--- config.mk ---
export PLATFORM = sky130hd
export DESIGN_NAME = tx_descriptor_slot_allocator_core_flat
export DESIGN_NICKNAME = d
export VERILOG_FILES = /design/src/rtl/core/tdsa_pkg.sv /design/src/rtl/core/tdsa_req_if.sv /design/src/rtl/core/tdsa_rsp_if.sv /design/src/rtl/core/tdsa_datapath.sv /design/src/rtl/core/tdsa_ctrl.sv /design/src/rtl/core/tx_descriptor_slot_allocator_core.sv /design/src/flat_wrapper.sv
export SDC_FILE = /design/constraint.sdc
export NUM_CORES = 1
export LEC_CHECK = 0
export BUFFER_PORTS_ARGS = -buffer_cell sky130_fd_sc_hd__buf_2
export CAP_MARGIN = 10
export CORE_UTILIZATION = 59
export DETAILED_ROUTE_END_ITERATION = 10
export PLACE_DENSITY = 0.8
export REMOVE_ABC_BUFFERS = 1
export SLEW_MARGIN = 20
export SYNTH_ARGS = -nofsm -noshare
export SYNTH_HDL_FRONTEND = slang
export SYNTH_HIERARCHICAL = 1
export SYNTH_SLANG_ARGS = --single-unit
export TNS_END_PERCENT = 50
--- constraint.sdc ---
create_clock -name clk -period 3.5 [get_ports clk]
set_input_delay 0.525 -clock clk [delete_from_list [all_inputs] [get_ports clk]]
set_output_delay 0.525 -clock clk [all_outputs]
set_load 0.1 [all_outputs]
--- src/rtl/core/tdsa_pkg.sv ---
// Shared types, constants and helpers of the transmit descriptor slot allocator.
// No dependencies; every other file of the block refers to this package by scoped names.
package tdsa_pkg;

  localparam int MAX_SLOTS    = 64;
  localparam int BUFFER_BYTES = 2048;
  localparam int HEADER_BYTES = 12;

  localparam int SLOT_W  = 6;
  localparam int CNT_W   = 7;
  localparam int LEN_W   = 16;
  localparam int DLEN_W  = 12;
  localparam int ID_W    = 32;
  localparam int IDX_W   = 16;
  localparam int DROP_W  = 32;
  localparam int LOG_W   = 3;
  localparam int LOG_MAX = 6;

  localparam logic [LOG_W-1:0] LOG_RESET = LOG_W'(LOG_MAX);

  typedef enum logic [0:0] {
    OP_TRANSMIT = 1'b0,
    OP_COMPLETE = 1'b1
  } opcode_t;

  typedef enum logic [2:0] {
    ST_QUEUED    = 3'd0,
    ST_TOO_LONG  = 3'd1,
    ST_NO_SLOT   = 3'd2,
    ST_RECLAIMED = 3'd3,
    ST_IGNORED   = 3'd4
  } status_t;

  // Commands from the controller to the datapath.
  typedef struct packed {
    logic load_operands;
    logic execute;
  } dp_cmd_t;

  typedef struct packed {
    logic [2:0]        status;
    logic [SLOT_W-1:0] slot;
    logic [DLEN_W-1:0] descriptor_length;
    logic [SLOT_W-1:0] ring_position;
    logic [IDX_W-1:0]  avail_index;
    logic [CNT_W-1:0]  free_slots;
    logic [DROP_W-1:0] dropped_count;
  } result_t;

  // Number of slots in use for a queue size log2; values above six act as six.
  function automatic logic [CNT_W-1:0] slots_in_use(input logic [LOG_W-1:0] lg);
    logic [LOG_W-1:0] lg_c;
    logic [CNT_W-1:0] n;
    lg_c = (lg > LOG_W'(LOG_MAX)) ? LOG_W'(LOG_MAX) : lg;
    n    = CNT_W'(1) << lg_c;
    return (n < CNT_W'(MAX_SLOTS)) ? n : CNT_W'(MAX_SLOTS);
  endfunction

endpackage

--- src/rtl/core/tdsa_req_if.sv ---
// Request channel interface: valid/ready handshake with the request payload.
// Depends on tdsa_pkg for field widths.
interface tdsa_req_if;
  logic                         valid;
  logic                         ready;
  logic                         opcode;
  logic [tdsa_pkg::LEN_W-1:0]   frame_length;
  logic [tdsa_pkg::ID_W-1:0]    completion_id;

  modport source (output valid, output opcode, output frame_length, output completion_id,
                  input ready);
  modport sink   (input valid, input opcode, input frame_length, input completion_id,
                  output ready);
endinterface

--- src/rtl/core/tdsa_rsp_if.sv ---
// Result channel interface: valid/ready handshake with the result payload.
// Depends on tdsa_pkg for field widths.
interface tdsa_rsp_if;
  logic                          valid;
  logic                          ready;
  logic [2:0]                    status;
  logic [tdsa_pkg::SLOT_W-1:0]   slot;
  logic [tdsa_pkg::DLEN_W-1:0]   descriptor_length;
  logic [tdsa_pkg::SLOT_W-1:0]   ring_position;
  logic [tdsa_pkg::IDX_W-1:0]    avail_index;
  logic [tdsa_pkg::CNT_W-1:0]    free_slots;
  logic [tdsa_pkg::DROP_W-1:0]   dropped_count;

  modport source (output valid, output status, output slot, output descriptor_length,
                  output ring_position, output avail_index, output free_slots,
                  output dropped_count, input ready);
  modport sink   (input valid, input status, input slot, input descriptor_length,
                  input ring_position, input avail_index, input free_slots,
                  input dropped_count, output ready);
endinterface

--- src/rtl/core/tdsa_datapath.sv ---
// Datapath of the slot allocator: busy map, counters, operand and result registers.
// Depends on tdsa_pkg; driven by tdsa_ctrl through a dp_cmd_t command.
module tdsa_datapath (
  input  logic                         clk,
  input  logic                         rst_n,
  input  tdsa_pkg::dp_cmd_t            cmd,
  input  logic                         in_opcode,
  input  logic [tdsa_pkg::LEN_W-1:0]   in_frame_length,
  input  logic [tdsa_pkg::ID_W-1:0]    in_completion_id,
  input  logic                         cfg_wr_en,
  input  logic [tdsa_pkg::LOG_W-1:0]   cfg_wr_data,
  output tdsa_pkg::result_t            result
);

  logic [tdsa_pkg::MAX_SLOTS-1:0] busy_map_r, busy_map_nxt;
  logic [tdsa_pkg::CNT_W-1:0]     free_count_r, free_count_nxt;
  logic [tdsa_pkg::IDX_W-1:0]     ring_index_r, ring_index_nxt;
  logic [tdsa_pkg::DROP_W-1:0]    drop_total_r, drop_total_nxt;
  logic [tdsa_pkg::LOG_W-1:0]     qlog_r;

  logic                           op_r;
  logic [tdsa_pkg::LEN_W-1:0]     flen_r;
  logic [tdsa_pkg::ID_W-1:0]      cid_r;

  tdsa_pkg::result_t              result_r, result_nxt;

  logic [tdsa_pkg::CNT_W-1:0]     size;
  logic [tdsa_pkg::SLOT_W-1:0]    size_mask;
  logic [tdsa_pkg::LEN_W:0]       total_len;
  logic                           found;
  logic [tdsa_pkg::SLOT_W-1:0]    free_idx;
  logic                           cid_in_range;
  logic [tdsa_pkg::SLOT_W-1:0]    cid_slot;

  assign size      = tdsa_pkg::slots_in_use(qlog_r);
  assign size_mask = tdsa_pkg::SLOT_W'(size - tdsa_pkg::CNT_W'(1));
  assign total_len = {1'b0, flen_r} + (tdsa_pkg::LEN_W+1)'(tdsa_pkg::HEADER_BYTES);
  assign cid_slot  = cid_r[tdsa_pkg::SLOT_W-1:0];
  assign cid_in_range = (cid_r[tdsa_pkg::ID_W-1:tdsa_pkg::CNT_W] == '0) &&
                        (cid_r[tdsa_pkg::CNT_W-1:0] < size);

  // Lowest free slot inside the active part of the map.
  always_comb begin
    found    = 1'b0;
    free_idx = '0;
    for (int i = tdsa_pkg::MAX_SLOTS - 1; i >= 0; i--) begin
      if (!busy_map_r[i] && (tdsa_pkg::CNT_W'(i) < size)) begin
        found    = 1'b1;
        free_idx = tdsa_pkg::SLOT_W'(i);
      end
    end
  end

  always_comb begin
    busy_map_nxt   = busy_map_r;
    free_count_nxt = free_count_r;
    ring_index_nxt = ring_index_r;
    drop_total_nxt = drop_total_r;
    result_nxt     = '0;

    if (op_r == tdsa_pkg::OP_TRANSMIT) begin
      if (total_len > (tdsa_pkg::LEN_W+1)'(tdsa_pkg::BUFFER_BYTES)) begin
        result_nxt.status = tdsa_pkg::ST_TOO_LONG;
        drop_total_nxt    = drop_total_r + tdsa_pkg::DROP_W'(1);
      end else if (free_count_r == '0 || !found) begin
        result_nxt.status = tdsa_pkg::ST_NO_SLOT;
        drop_total_nxt    = drop_total_r + tdsa_pkg::DROP_W'(1);
      end else begin
        result_nxt.status            = tdsa_pkg::ST_QUEUED;
        result_nxt.slot              = free_idx;
        result_nxt.descriptor_length = total_len[tdsa_pkg::DLEN_W-1:0];
        // The slot count is a power of two, so the ring modulo is a mask.
        result_nxt.ring_position     = ring_index_r[tdsa_pkg::SLOT_W-1:0] & size_mask;
        busy_map_nxt[free_idx]       = 1'b1;
        free_count_nxt               = free_count_r - tdsa_pkg::CNT_W'(1);
        ring_index_nxt               = ring_index_r + tdsa_pkg::IDX_W'(1);
      end
    end else begin
      if (cid_in_range && busy_map_r[cid_slot]) begin
        result_nxt.status      = tdsa_pkg::ST_RECLAIMED;
        busy_map_nxt[cid_slot] = 1'b0;
        free_count_nxt         = free_count_r + tdsa_pkg::CNT_W'(1);
      end else begin
        result_nxt.status = tdsa_pkg::ST_IGNORED;
      end
    end

    result_nxt.avail_index   = ring_index_nxt;
    result_nxt.free_slots    = free_count_nxt;
    result_nxt.dropped_count = drop_total_nxt;
  end

  always_ff @(posedge clk) begin
    if (!rst_n) begin
      busy_map_r   <= '0;
      free_count_r <= tdsa_pkg::slots_in_use(tdsa_pkg::LOG_RESET);
      ring_index_r <= '0;
      drop_total_r <= '0;
      qlog_r       <= tdsa_pkg::LOG_RESET;
    end else if (cfg_wr_en) begin
      qlog_r       <= cfg_wr_data;
      busy_map_r   <= '0;
      free_count_r <= tdsa_pkg::slots_in_use(cfg_wr_data);
    end else if (cmd.execute) begin
      busy_map_r   <= busy_map_nxt;
      free_count_r <= free_count_nxt;
      ring_index_r <= ring_index_nxt;
      drop_total_r <= drop_total_nxt;
    end
  end

  always_ff @(posedge clk) begin
    if (cmd.load_operands) begin
      op_r   <= in_opcode;
      flen_r <= in_frame_length;
      cid_r  <= in_completion_id;
    end
    if (cmd.execute) begin
      result_r <= result_nxt;
    end
  end

  assign result = result_r;

endmodule

--- src/rtl/core/tdsa_ctrl.sv ---
// Controller of the slot allocator: sequences operand capture, execution and
// the result handshake. Depends on tdsa_pkg for the command type.
module tdsa_ctrl (
  input  logic              clk,
  input  logic              rst_n,
  input  logic              in_valid,
  output logic              in_ready,
  output logic              out_valid,
  input  logic              out_ready,
  output tdsa_pkg::dp_cmd_t cmd
);

  typedef enum logic [0:0] {
    S_IDLE,
    S_EXEC
  } state_t;

  state_t state_r;
  logic   out_valid_r;
  logic   accept;

  // A new transaction is taken once the result register is empty or being drained.
  assign in_ready          = (state_r == S_IDLE) && (!out_valid_r || out_ready);
  assign accept            = in_valid && in_ready;
  assign cmd.load_operands = accept;
  assign cmd.execute       = (state_r == S_EXEC);
  assign out_valid         = out_valid_r;

  always_ff @(posedge clk) begin
    if (!rst_n) begin
      state_r     <= S_IDLE;
      out_valid_r <= 1'b0;
    end else begin
      unique case (state_r)
        S_IDLE: begin
          if (out_valid_r && out_ready) begin
            out_valid_r <= 1'b0;
          end
          if (accept) begin
            state_r <= S_EXEC;
          end
        end
        S_EXEC: begin
          out_valid_r <= 1'b1;
          state_r     <= S_IDLE;
        end
        default: begin
          state_r <= S_IDLE;
        end
      endcase
    end
  end

endmodule

--- src/rtl/core/tx_descriptor_slot_allocator_core.sv ---
// Top level of the transmit descriptor slot allocator for a split virtqueue.
// Depends on tdsa_pkg, tdsa_req_if, tdsa_rsp_if, tdsa_ctrl and tdsa_datapath.
//
//  channel   direction  transfers
//  in_chan   sink       opcode, frame_length, completion_id
//  out_chan  source     status, slot, descriptor_length, ring_position,
//                       avail_index, free_slots, dropped_count
//  cfg_*     write only queue_size_log2
//
// Each transaction first captures the operands; then the busy-map search and counter
// updates load the result register.
// A new transaction is accepted while the previous result is being taken, but not
// while the previous transaction is still executing.
// A held result stalls the input until out_chan.ready is seen.
// Sync reset frees all slots, zeroes ring and drop counts; no clearing pass is needed.
module tx_descriptor_slot_allocator_core (
  input  logic                       clk,
  input  logic                       rst_n,
  tdsa_req_if.sink                   in_chan,
  tdsa_rsp_if.source                 out_chan,
  input  logic                       cfg_wr_en,
  input  logic [tdsa_pkg::LOG_W-1:0] cfg_wr_data
);

  tdsa_pkg::dp_cmd_t cmd;
  tdsa_pkg::result_t result;

  tdsa_ctrl u_ctrl (
    .clk       (clk),
    .rst_n     (rst_n),
    .in_valid  (in_chan.valid),
    .in_ready  (in_chan.ready),
    .out_valid (out_chan.valid),
    .out_ready (out_chan.ready),
    .cmd       (cmd)
  );

  tdsa_datapath u_datapath (
    .clk              (clk),
    .rst_n            (rst_n),
    .cmd              (cmd),
    .in_opcode        (in_chan.opcode),
    .in_frame_length  (in_chan.frame_length),
    .in_completion_id (in_chan.completion_id),
    .cfg_wr_en        (cfg_wr_en),
    .cfg_wr_data      (cfg_wr_data),
    .result           (result)
  );

  assign out_chan.status            = result.status;
  assign out_chan.slot              = result.slot;
  assign out_chan.descriptor_length = result.descriptor_length;
  assign out_chan.ring_position     = result.ring_position;
  assign out_chan.avail_index       = result.avail_index;
  assign out_chan.free_slots        = result.free_slots;
  assign out_chan.dropped_count     = result.dropped_count;

endmodule
--- src/flat_wrapper.sv ---
// flat-port wrapper written by rule: the top's interface ports become plain ports
module tx_descriptor_slot_allocator_core_flat 
  (clk, rst_n, cfg_wr_en, cfg_wr_data, in_chan_valid, in_chan_opcode, in_chan_frame_length, in_chan_completion_id, in_chan_ready, out_chan_valid, out_chan_status, out_chan_slot, out_chan_descriptor_length, out_chan_ring_position, out_chan_avail_index, out_chan_free_slots, out_chan_dropped_count, out_chan_ready);
  tdsa_req_if in_chan_i ();
  tdsa_rsp_if out_chan_i ();
  input  logic clk;
  input  logic rst_n;
  input  logic cfg_wr_en;
  input  logic [tdsa_pkg::LOG_W-1:0] cfg_wr_data;
  input wire logic [$bits(in_chan_i.valid)-1:0] in_chan_valid;
  input wire logic [$bits(in_chan_i.opcode)-1:0] in_chan_opcode;
  input wire logic [$bits(in_chan_i.frame_length)-1:0] in_chan_frame_length;
  input wire logic [$bits(in_chan_i.completion_id)-1:0] in_chan_completion_id;
  output wire logic [$bits(in_chan_i.ready)-1:0] in_chan_ready;
  output wire logic [$bits(out_chan_i.valid)-1:0] out_chan_valid;
  output wire logic [$bits(out_chan_i.status)-1:0] out_chan_status;
  output wire logic [$bits(out_chan_i.slot)-1:0] out_chan_slot;
  output wire logic [$bits(out_chan_i.descriptor_length)-1:0] out_chan_descriptor_length;
  output wire logic [$bits(out_chan_i.ring_position)-1:0] out_chan_ring_position;
  output wire logic [$bits(out_chan_i.avail_index)-1:0] out_chan_avail_index;
  output wire logic [$bits(out_chan_i.free_slots)-1:0] out_chan_free_slots;
  output wire logic [$bits(out_chan_i.dropped_count)-1:0] out_chan_dropped_count;
  input wire logic [$bits(out_chan_i.ready)-1:0] out_chan_ready;
  assign in_chan_i.valid = in_chan_valid;
  assign in_chan_i.opcode = in_chan_opcode;
  assign in_chan_i.frame_length = in_chan_frame_length;
  assign in_chan_i.completion_id = in_chan_completion_id;
  assign in_chan_ready = in_chan_i.ready;
  assign out_chan_valid = out_chan_i.valid;
  assign out_chan_status = out_chan_i.status;
  assign out_chan_slot = out_chan_i.slot;
  assign out_chan_descriptor_length = out_chan_i.descriptor_length;
  assign out_chan_ring_position = out_chan_i.ring_position;
  assign out_chan_avail_index = out_chan_i.avail_index;
  assign out_chan_free_slots = out_chan_i.free_slots;
  assign out_chan_dropped_count = out_chan_i.dropped_count;
  assign out_chan_i.ready = out_chan_ready;
  tx_descriptor_slot_allocator_core u_core (.clk(clk), .rst_n(rst_n), .in_chan(in_chan_i), .out_chan(out_chan_i), .cfg_wr_en(cfg_wr_en), .cfg_wr_data(cfg_wr_data));
endmodule
* After elaboration in Yosys (flattened, before gate mapping) *
Cells that the tools add are included.

cells by class
  add/subtract/negate cells = 6
  $mul = 0
  div/mod/pow operators = 0
  order comparisons = 74
  eq/ne operators = 4
  shift operators = 2
  mux-type cells = 162
  bitwise gates (word level) = 7
  reduce and logical (&&, ||, !) cells = 146

operator list
  operator                                                                       count
  6-bit two-way mux                                                              64
  64-bit two-way mux                                                             4
  6-bit by 7-bit less-than comparator with 1-bit output (first input constant)   32
  5-bit by 7-bit less-than comparator with 1-bit output (first input constant)   16
  32-bit two-way mux                                                             3
  1-bit logical AND                                                              71
  1-bit two-way mux                                                              69
  1-bit logical NOT                                                              66
  64-bit AND                                                                     1
  64-bit NOT                                                                     1
  64-bit bitwise OR                                                              1
  4-bit by 7-bit less-than comparator with 1-bit output (first input constant)   8
  7-bit two-way mux                                                              8
  16-bit two-way mux                                                             3
  32-bit by 1-bit adder with 32-bit output (second input constant)               1
  3-bit by 7-bit less-than comparator with 1-bit output (first input constant)   4
  25-bit logical NOT                                                             1
  16-bit by 4-bit adder with 17-bit output (second input constant)               1
  17-bit by 12-bit > comparator with 1-bit output (second input constant)        1
  16-bit by 1-bit adder with 16-bit output (second input constant)               1
  3-bit two-way mux                                                              5
  1-bit by 7-bit less-than comparator with 1-bit output (first input constant)   2
  2-bit by 7-bit less-than comparator with 1-bit output (first input constant)   2
  6-bit by 7-bit less-than comparator with 1-bit output (second input constant)  2
  other kinds (23)                                                               34

storage, ports and cells
  register bits = 255
  latch bits = 0
  memory bits (writable) = 0
  bits in read-only memories = 0
  input bits = 57
  word-level logic and storage cells = 418
  memories kept = 0

* Depth between registers and ports, before layout *
Gate-level depths: netlist of the first run.

  word-level depth = 79
  depth in mapped cells = 15
  mapped depth without buffers = 12

* By module *
The synthesis of the first run kept the hierarchy.

modules (own cells, without submodules)
  module         instances  cells an instance  area an instance (um^2)  seq. area each (um^2)
  tdsa_datapath  1          1281               12736.0                  6376.1
  tdsa_ctrl      1          9                  103.8                    40.0

* Worst setup path after synthesis of the first run *
OpenSTA, ideal clock, no wires.

  path kind = register -> register
  start point = register u_core/u_datapath/qlog_r[1] in the netlist's numbering
  end point = register u_core/u_datapath/busy_map_r[4] in the netlist's numbering
  arrival = 3.001 ns
  required time = 3.369 ns
  path slack = 0.369 ns
  cell stages (with the launch flop) = 15
  path buffers = 3
  period minus slack after synthesis = 3.131 ns
  path through = dfxtp_1 > buf_2 > clkbuf_1 > nand3_1 > ha_1 > a211oi_1 > o211ai_1 > o2111ai_1 > nand4_1 > a211oi_2 > nand4_1 > or4_1 > clkbuf_1 > o211ai_1 > o31ai_1

between the ends
  word-level cells in the longest chain between the ends = 79
  elaborated cells between the ends (all ways) = 278
  classes of those cells = order compare: 69; eq/ne: 2; shift: 1; mux: 135; bitwise: 1; reduce/logical: 70

ends and longest elaborated chain
  element                                                                                                                                        RTL line              RTL
  start, declared                                                                                                                                tdsa_datapath.sv:19   logic [tdsa_pkg::LOG_W-1:0] qlog_r;
  start signal, assigned                                                                                                                         tdsa_datapath.sv:99   qlog_r <= tdsa_pkg::LOG_RESET;
  start signal, assigned                                                                                                                         tdsa_datapath.sv:101  qlog_r <= cfg_wr_data;
  3-bit > comparator                                                                                                                             tdsa_pkg.sv:54        lg_c = (lg > LOG_W'(LOG_MAX)) ? LOG_W'(LOG_MAX) : lg;
  3-bit two-way mux *                                                                                                                            tdsa_pkg.sv:54
  1-bit by 3-bit << shifter with 7-bit output *                                                                                                  tdsa_pkg.sv:55        n = CNT_W'(1) << lg_c;
  7-bit less-than comparator                                                                                                                     tdsa_pkg.sv:56        return (n < CNT_W'(MAX_SLOTS)) ? n : CNT_W'(MAX_SLOTS);
  7-bit two-way mux *                                                                                                                            tdsa_pkg.sv:56
  6-bit by 7-bit less-than comparator with 1-bit output                                                                                          tdsa_datapath.sv:47   if (!busy_map_r[i] && (tdsa_pkg::CNT_W'(i) < size)) begin
  1-bit logical AND                                                                                                                              tdsa_datapath.sv:47
  6-bit two-way mux (64 in a row)                                                                                                                tdsa_datapath.sv:47
  6-bit by 7-bit less-than comparator with 1-bit output (implied by the code) or 6-bit by 1-bit >= comparator with 1-bit output (tied branches)  tdsa_datapath.sv:74   busy_map_nxt[free_idx] = 1'b1;
  1-bit logical AND (implied by the code)                                                                                                        tdsa_datapath.sv:74
  1-bit two-way mux (implied by the code)                                                                                                        tdsa_datapath.sv:74
  1-bit demux with 6-bit select                                                                                                                  tdsa_datapath.sv:74
  64-bit bitwise OR (no source line)                                                                                                             -
  64-bit two-way mux                                                                                                                             tdsa_datapath.sv:65   end else if (free_count_r == '0 || !found) begin
  64-bit two-way mux                                                                                                                             tdsa_datapath.sv:62   if (total_len > (tdsa_pkg::LEN_W+1)'(tdsa_pkg::BUFFER_BYTES)) begin
  64-bit two-way mux                                                                                                                             tdsa_datapath.sv:61   if (op_r == tdsa_pkg::OP_TRANSMIT) begin
  end signal, assigned                                                                                                                           tdsa_datapath.sv:105  busy_map_r <= busy_map_nxt;
  end, declared                                                                                                                                  tdsa_datapath.sv:15   logic [tdsa_pkg::MAX_SLOTS-1:0] busy_map_r, busy_map_nxt;

Mark *: on every way between the ends. The rest lies on a longest branch, timed or not. The select of a mux whose other input is x is not followed.
A chain may end at the register's enable or synchronous reset.

* Final worst setup path of the first run *
  start point = register u_core/u_datapath/qlog_r[1] in the netlist's numbering
  end point = register u_core/u_datapath/ring_index_r[15] in the netlist's numbering

between the ends
  word-level cells in the longest chain between the ends = 76
  elaborated cells between the ends (all ways) = 202
  classes of those cells = order compare: 66; shift: 1; mux: 69; reduce/logical: 66

ends and longest elaborated chain
  element                                                RTL line              RTL
  3-bit > comparator                                     tdsa_pkg.sv:54
  3-bit two-way mux *                                    tdsa_pkg.sv:54
  1-bit by 3-bit << shifter with 7-bit output *          tdsa_pkg.sv:55
  7-bit less-than comparator                             tdsa_pkg.sv:56
  7-bit two-way mux *                                    tdsa_pkg.sv:56
  6-bit by 7-bit less-than comparator with 1-bit output  tdsa_datapath.sv:47
  1-bit logical AND                                      tdsa_datapath.sv:47
  1-bit two-way mux (63 in a row)                        tdsa_datapath.sv:47
  1-bit two-way mux *                                    tdsa_datapath.sv:47
  1-bit logical NOT *                                    tdsa_datapath.sv:65
  1-bit logical OR *                                     tdsa_datapath.sv:65
  16-bit two-way mux *                                   tdsa_datapath.sv:65
  16-bit two-way mux *                                   tdsa_datapath.sv:62
  16-bit two-way mux *                                   tdsa_datapath.sv:61
  end signal, assigned                                   tdsa_datapath.sv:107  ring_index_r <= ring_index_nxt;
  end, declared                                          tdsa_datapath.sv:17   logic [tdsa_pkg::IDX_W-1:0] ring_index_r, ring_index_nxt;

Mark *: on every way between the ends. The rest lies on a longest branch, timed or not.

==> results of run 1 <==
## layer usage
layer,vias up,track usage
li1,5105,-
met1,5234,0.446
met2,624,0.498
met3,108,0.0564
met4,0,0.120
met5,-,0
## worst max-delay path, cell delays in order, from the launching register on
cell and delay, ns:
dfxtp_1 0.46, buf_4 0.23, nor3_1 0.10, o211ai_1 0.49
nor4b_2 0.12, a21o_2 0.29, nor3_4 0.32, nand4_2 0.19
or3_1 0.53, or3_1 0.36, a21boi_0 0.16
## final cells by class
class,count,area (µm²)
antenna,1,2.50
clock buffer,28,679
clock inverter,22,268
fill,1527,6050
inverter,31,116
multi-input combinational,942,6060
sequential,255,6420
tap,275,344
timing repair buffer,202,1220
## flip-flops by register name (all words and copies together), names as in the netlist
name,cells
u_core/u_datapath/result,82
u_core/u_datapath/busy_map_r,64
u_core/u_datapath/cid_r,32
u_core/u_datapath/drop_total_r,32
u_core/u_datapath/flen_r,16
u_core/u_datapath/ring_index_r,16
u_core/u_datapath/free_count_r,7
u_core/u_datapath/qlog_r,3
u_core/u_ctrl/out_valid,1
u_core/u_ctrl/state_r,1
u_core/u_datapath/op_r,1
## power by group through the flow
stage,Clock [mW],Sequential [mW],Combinational (mW)
2_1_floorplan,0,3.68,0.203
3_3_place_gp,0,3.34,0.752
3_5_place_dp,0,3.35,0.758
4_1_cts,3.05,3.28,0.760
5_1_grt,3.17,3.29,0.805
6_report,3.01,3.29,0.770
## kinds of logic after synthesis
kind of cell	Yosys count	synth area share
simple gates	531	0.219
compound gates	276	0.148
flops	255	0.500
xor+xnor	99	0.0675
buf+inv	93	0.0300
mux	24	0.0241
fa+ha+maj	12	0.0117
## final timing paths
kind | from | endpoint | slack (ns) | cells past startpoint
worst max-delay path | u_core/u_datapath/qlog_r[1] | u_core/u_datapath/ring_index_r[15] | 0.17 | 10
worst max register to register | u_core/u_datapath/qlog_r[1] | u_core/u_datapath/ring_index_r[15] | 0.17 | 10
worst min register to register | u_core/u_datapath/ring_index_r[9] | u_core/u_datapath/ring_index_r[9] | 0.51 | 2
worst min-delay path | in_chan_completion_id[29] | u_core/u_datapath/cid_r[29] | 0.16 | 1
## Yosys cell counts (13+ instances only)
| master | n | share of area |
|---|---|---|
| nand2_1 | 147 | 0.043 |
| edfxtp_1 | 131 | 0.31 |
| dfxtp_1 | 124 | 0.19 |
| o21ai_0 | 97 | 0.038 |
| xnor2_1 | 68 | 0.046 |
| nor2_1 | 62 | 0.018 |
| nand3_1 | 57 | 0.022 |
| o211ai_1 | 57 | 0.033 |
| and2_1 | 45 | 0.022 |
| clkbuf_1 | 43 | 0.013 |
| nor3_1 | 37 | 0.014 |
| xor2_1 | 31 | 0.021 |
| inv_1 | 30 | 0.0088 |
| nand4_1 | 30 | 0.015 |
| or3_1 | 25 | 0.012 |
| and3_1 | 21 | 0.010 |
| nand2b_1 | 21 | 0.010 |
| nor2b_1 | 20 | 0.0097 |
| a21oi_1 | 18 | 0.0070 |
| mux2i_1 | 14 | 0.011 |
| nor3b_1 | 13 | 0.0076 |
## per-stage QoR
stage	worst slack, ns	cells
after floorplan	-2.32	1228
after global placement	0.313	1705
after detailed placement	0.177	1705
after CTS	0.156	1755
after global routing	0.0146	1755
final	0.173	1756
## what timing repair did
item,4_1_cts,5_1_grt
resized for setup,0,3
buffers inserted,0,0
endpoints found under the setup margin,0,19
==> out/results.tsv, run 1 <==
metric	value	unit
status	completed	
grt_max_degree	94	
viasPerCell	6.30	
cp.arrival	3.79	ns
synth_area	12800	µm²
insertion_delay	0.54	ns
tightest_slew	0.713	ns
port_buffers	140	
hold_ws	0.162	ns
grt_pass1_vias	10100	
yosysUniqueCellTypes	84	
hold_class	in -> reg	
relSlewSlack	0.525	
ant_nets	0	
h-tree-depth	1	
p_leak	5.38	nW
drive_gt1_frac	0.195	
powerDensity	468	nW/µm²
clk_pin_slew	0.06	ns
postCtsHoldBufs	0	
die_area	22400	µm²
stdcell_area	15100	µm²
wl_met3	3480	µm
fin_skew	0.0122	ns
cp-start-kind	flop	
area_delta_synth_final	17.7	%
mostFrequentLayoutCell	nand2_1	
antenna_found_initial	0	
endpoint_kind	flop	
die_w	150	µm
setup_violations	0	
ios	141	
tns	0	ns
synthArstFlopShare	0	
peakVddDrop	0.000737	V
period_minus_slack	3.33	ns
die-height	150	µm
power	7.07	mW
core_area	21200	µm²
synth_ff_type	edfxtp_1	
cts-root-buf	clkbuf_16	
timing_hold_violations_final	0	
postSynthAreaPerCell	9.95	µm²
row_count	53	
cp_max_fo	11	
internal_power	5.21	mW
synth_warnings	6	
wl_per_cell	20.4	µm
p_comb_frac	0.109	
met2_length	15800	µm
seq_power_share	0.465	
rsz0062_at_grt	no	
wirelength	35800	µm
cts_sinks	255	
top_layer_used	met4	
cts_tree	done	
period_share	0.950	
start_util	0.607	
drt_iter0_drc	1222	
p_sw_frac	0.263	
numCtsBuffers	27	
yosysSeqAreaShare	0.500	
final_util	0.714	
crit_required	3.96	ns
met1Wirelength	15100	µm
slew_viol_final	0	
track_usage	0.320	
gr-total-overflow	0	
synth_edf_count	131	
syn_inst	1290	
dpl_cell_area	14100	µm²
clkPwrFrac	0.426	
critPathKind	reg -> reg	
drc	0	
switchingPower	1.86	mW
gp_congestion	1.06	
final_cell_mix	nand2_1 (147), buf_2 (140), edfxtp_1 (131), dfxtp_1 (122), o21ai_0 (97)	
via_count	11100	
clk_path_buf_depth	3	
nets	1528	
first_pass_iters	6	
fmax	301	MHz
grt_first_pass_wirelength	55600	µm
ys_ff_latch	255	
dp_hpwl	25800	µm
cap_violations	0	
No activity file was read; power rests on OpenSTA's default activity.
==> inputs of run 2 (changes only) <==
REMOVE_ABC_BUFFERS = unset   (was 1)
==> run 2 against run 1 <==
Core utilization is 0.095 points higher. Flip-flop and latch count is the same. Combinational power up 2%. Cell area rose by 0.13%.
==> out/results.tsv, run 2 (synthesis gave the netlist of run 1 again) <==
metric	value	unit
nets	1534	
whs_path_depth	1	
hold_ws	0.160	ns
clk_path_buf_depth	3	
period_share	0.962	
drc	0	
first_pass_iters	5	
row_count	53	
cts-root-buf	clkbuf_16	
tns	0	ns
critPathKind	reg -> reg	
p_leak	5.40	nW
rsz0062_at_grt	yes	
fill_cells	1587	
place_inst	1707	
preCtsSetupSlack	-0.153	ns
die_area	22400	µm²
crit_required	3.95	ns
tightest_slew	0.685	ns
final_cells	1761	
port_buffers	140	
drive_gt1_frac	0.200	
ios	141	
cap_violations	0	
timing_hold_violations_final	0	
relSlewSlack	0.539	
gr-total-overflow	0	
core_area	21200	µm²
cp.arrival	3.82	ns
stdcell_area	15100	µm²
cp-start-kind	flop	
mostFrequentLayoutCell	nand2_1	
cts_sinks	255	
synth_nets	1359	
start_util	0.607	
track_usage	0.331	
drt_iter0_drc	1081	
gp_congestion	1.04	
via_count	11000	
peakVddDrop	0.000349	V
wl_per_cell	21.0	µm
wirelength	37000	µm
endpoint_kind	flop	
status	completed	
fmax	297	MHz
power	6.92	mW
hold_class	in -> reg	
largest_register_ff_count	82	
antenna_found_initial	1	
grt_max_degree	94	
dp_hpwl	26100	µm
period_minus_slack	3.37	ns
fin_skew	0.0108	ns
multi_input_area	6090	µm²
r2r_cells	12	
h-tree-depth	1	
setup_violations	0	
grt_pass1_vias	10300	
dpl_cell_area	14200	µm²
cp_max_fo	8	
numCtsBuffers	26	
cts_tree	done	
grt_first_pass_wirelength	56800	µm
ant_nets	0	
viasPerCell	6.27	
fin_ws	0.133	ns
register_area	6420	µm²
powerDensity	457	nW/µm²
die-height	150	µm
area_delta_synth_final	17.8	%
clk_pin_slew	0.06	ns
final_cell_mix	nand2_1 (147), buf_2 (140), edfxtp_1 (131), dfxtp_1 (122), o21ai_0 (97)	
die_w	150	µm
slew_viol_final	0	
final_util	0.715	
insertion_delay	0.54	ns
run 2: cell types whose count changed in the layout (fill, tap and decap cells not counted), sizes merged:
cell      before  now
buf          202  209
bufinv         5    3
clkbuf        28   32
clkinvlp       5    4
inv           33   30
run 2: area by class of cell:
type                    instances  share of cell area
multi-input cells             942               0.403
inverters                      31             0.00769
repair buffers                209              0.0839
well taps                     275              0.0227
clock inverters                16              0.0118
clock buffers                  32              0.0466
flip-flops and latches        255               0.424
diodes                          1            0.000165
run 2: metal layers:
layer	track usage	wire length, µm	vias to the layer above
met2	0.524	17300	605
met4	0.142	1370	0
met3	0.0677	3660	104
met5	0	0	-
met1	0.438	14700	5226
li1	-	-	5107
run 2: worst paths after layout:
kind / from / to / slack (ns)
setup / recovery: u_core/u_datapath/flen_r[3] / u_core/u_datapath/busy_map_r[3] / 0.13
hold / removal: in_chan_completion_id[16] / u_core/u_datapath/cid_r[16] / 0.16
setup reg to reg: u_core/u_datapath/flen_r[3] / u_core/u_datapath/busy_map_r[3] / 0.13
hold reg to reg: u_core/u_datapath/ring_index_r[11] / u_core/u_datapath/ring_index_r[11] / 0.51
run 2: critical path: stages (launching register included):
cell and delay (ns):
edfxtp_1 0.46, inv_1 0.09, ha_1 0.28, nand3b_1 0.29, nor3_2 0.28, mux2i_1 0.20, nand2b_1 0.28, or3_1 0.46
a21o_1 0.28, nor2_1 0.18, nand2_1 0.14, buf_4 0.20, o21ai_0 0.16
run 2: what timing repair did:
action | CTS | global route
pin swaps | 3 | 2
hold buffers | 0 | 0
setup buffers | 5 | 0
resized for setup | 0 | 9
endpoints found under the setup margin | 37 | 57
run 2: where the power goes:
group | leakage [nW] | total, mW | switching [mW] | internal (mW)
registers | 2.22 | 3.29 | 0.0525 | 3.23
logic | 2.76 | 0.784 | 0.601 | 0.183
clock network | 0.424 | 2.85 | 1.19 | 1.66
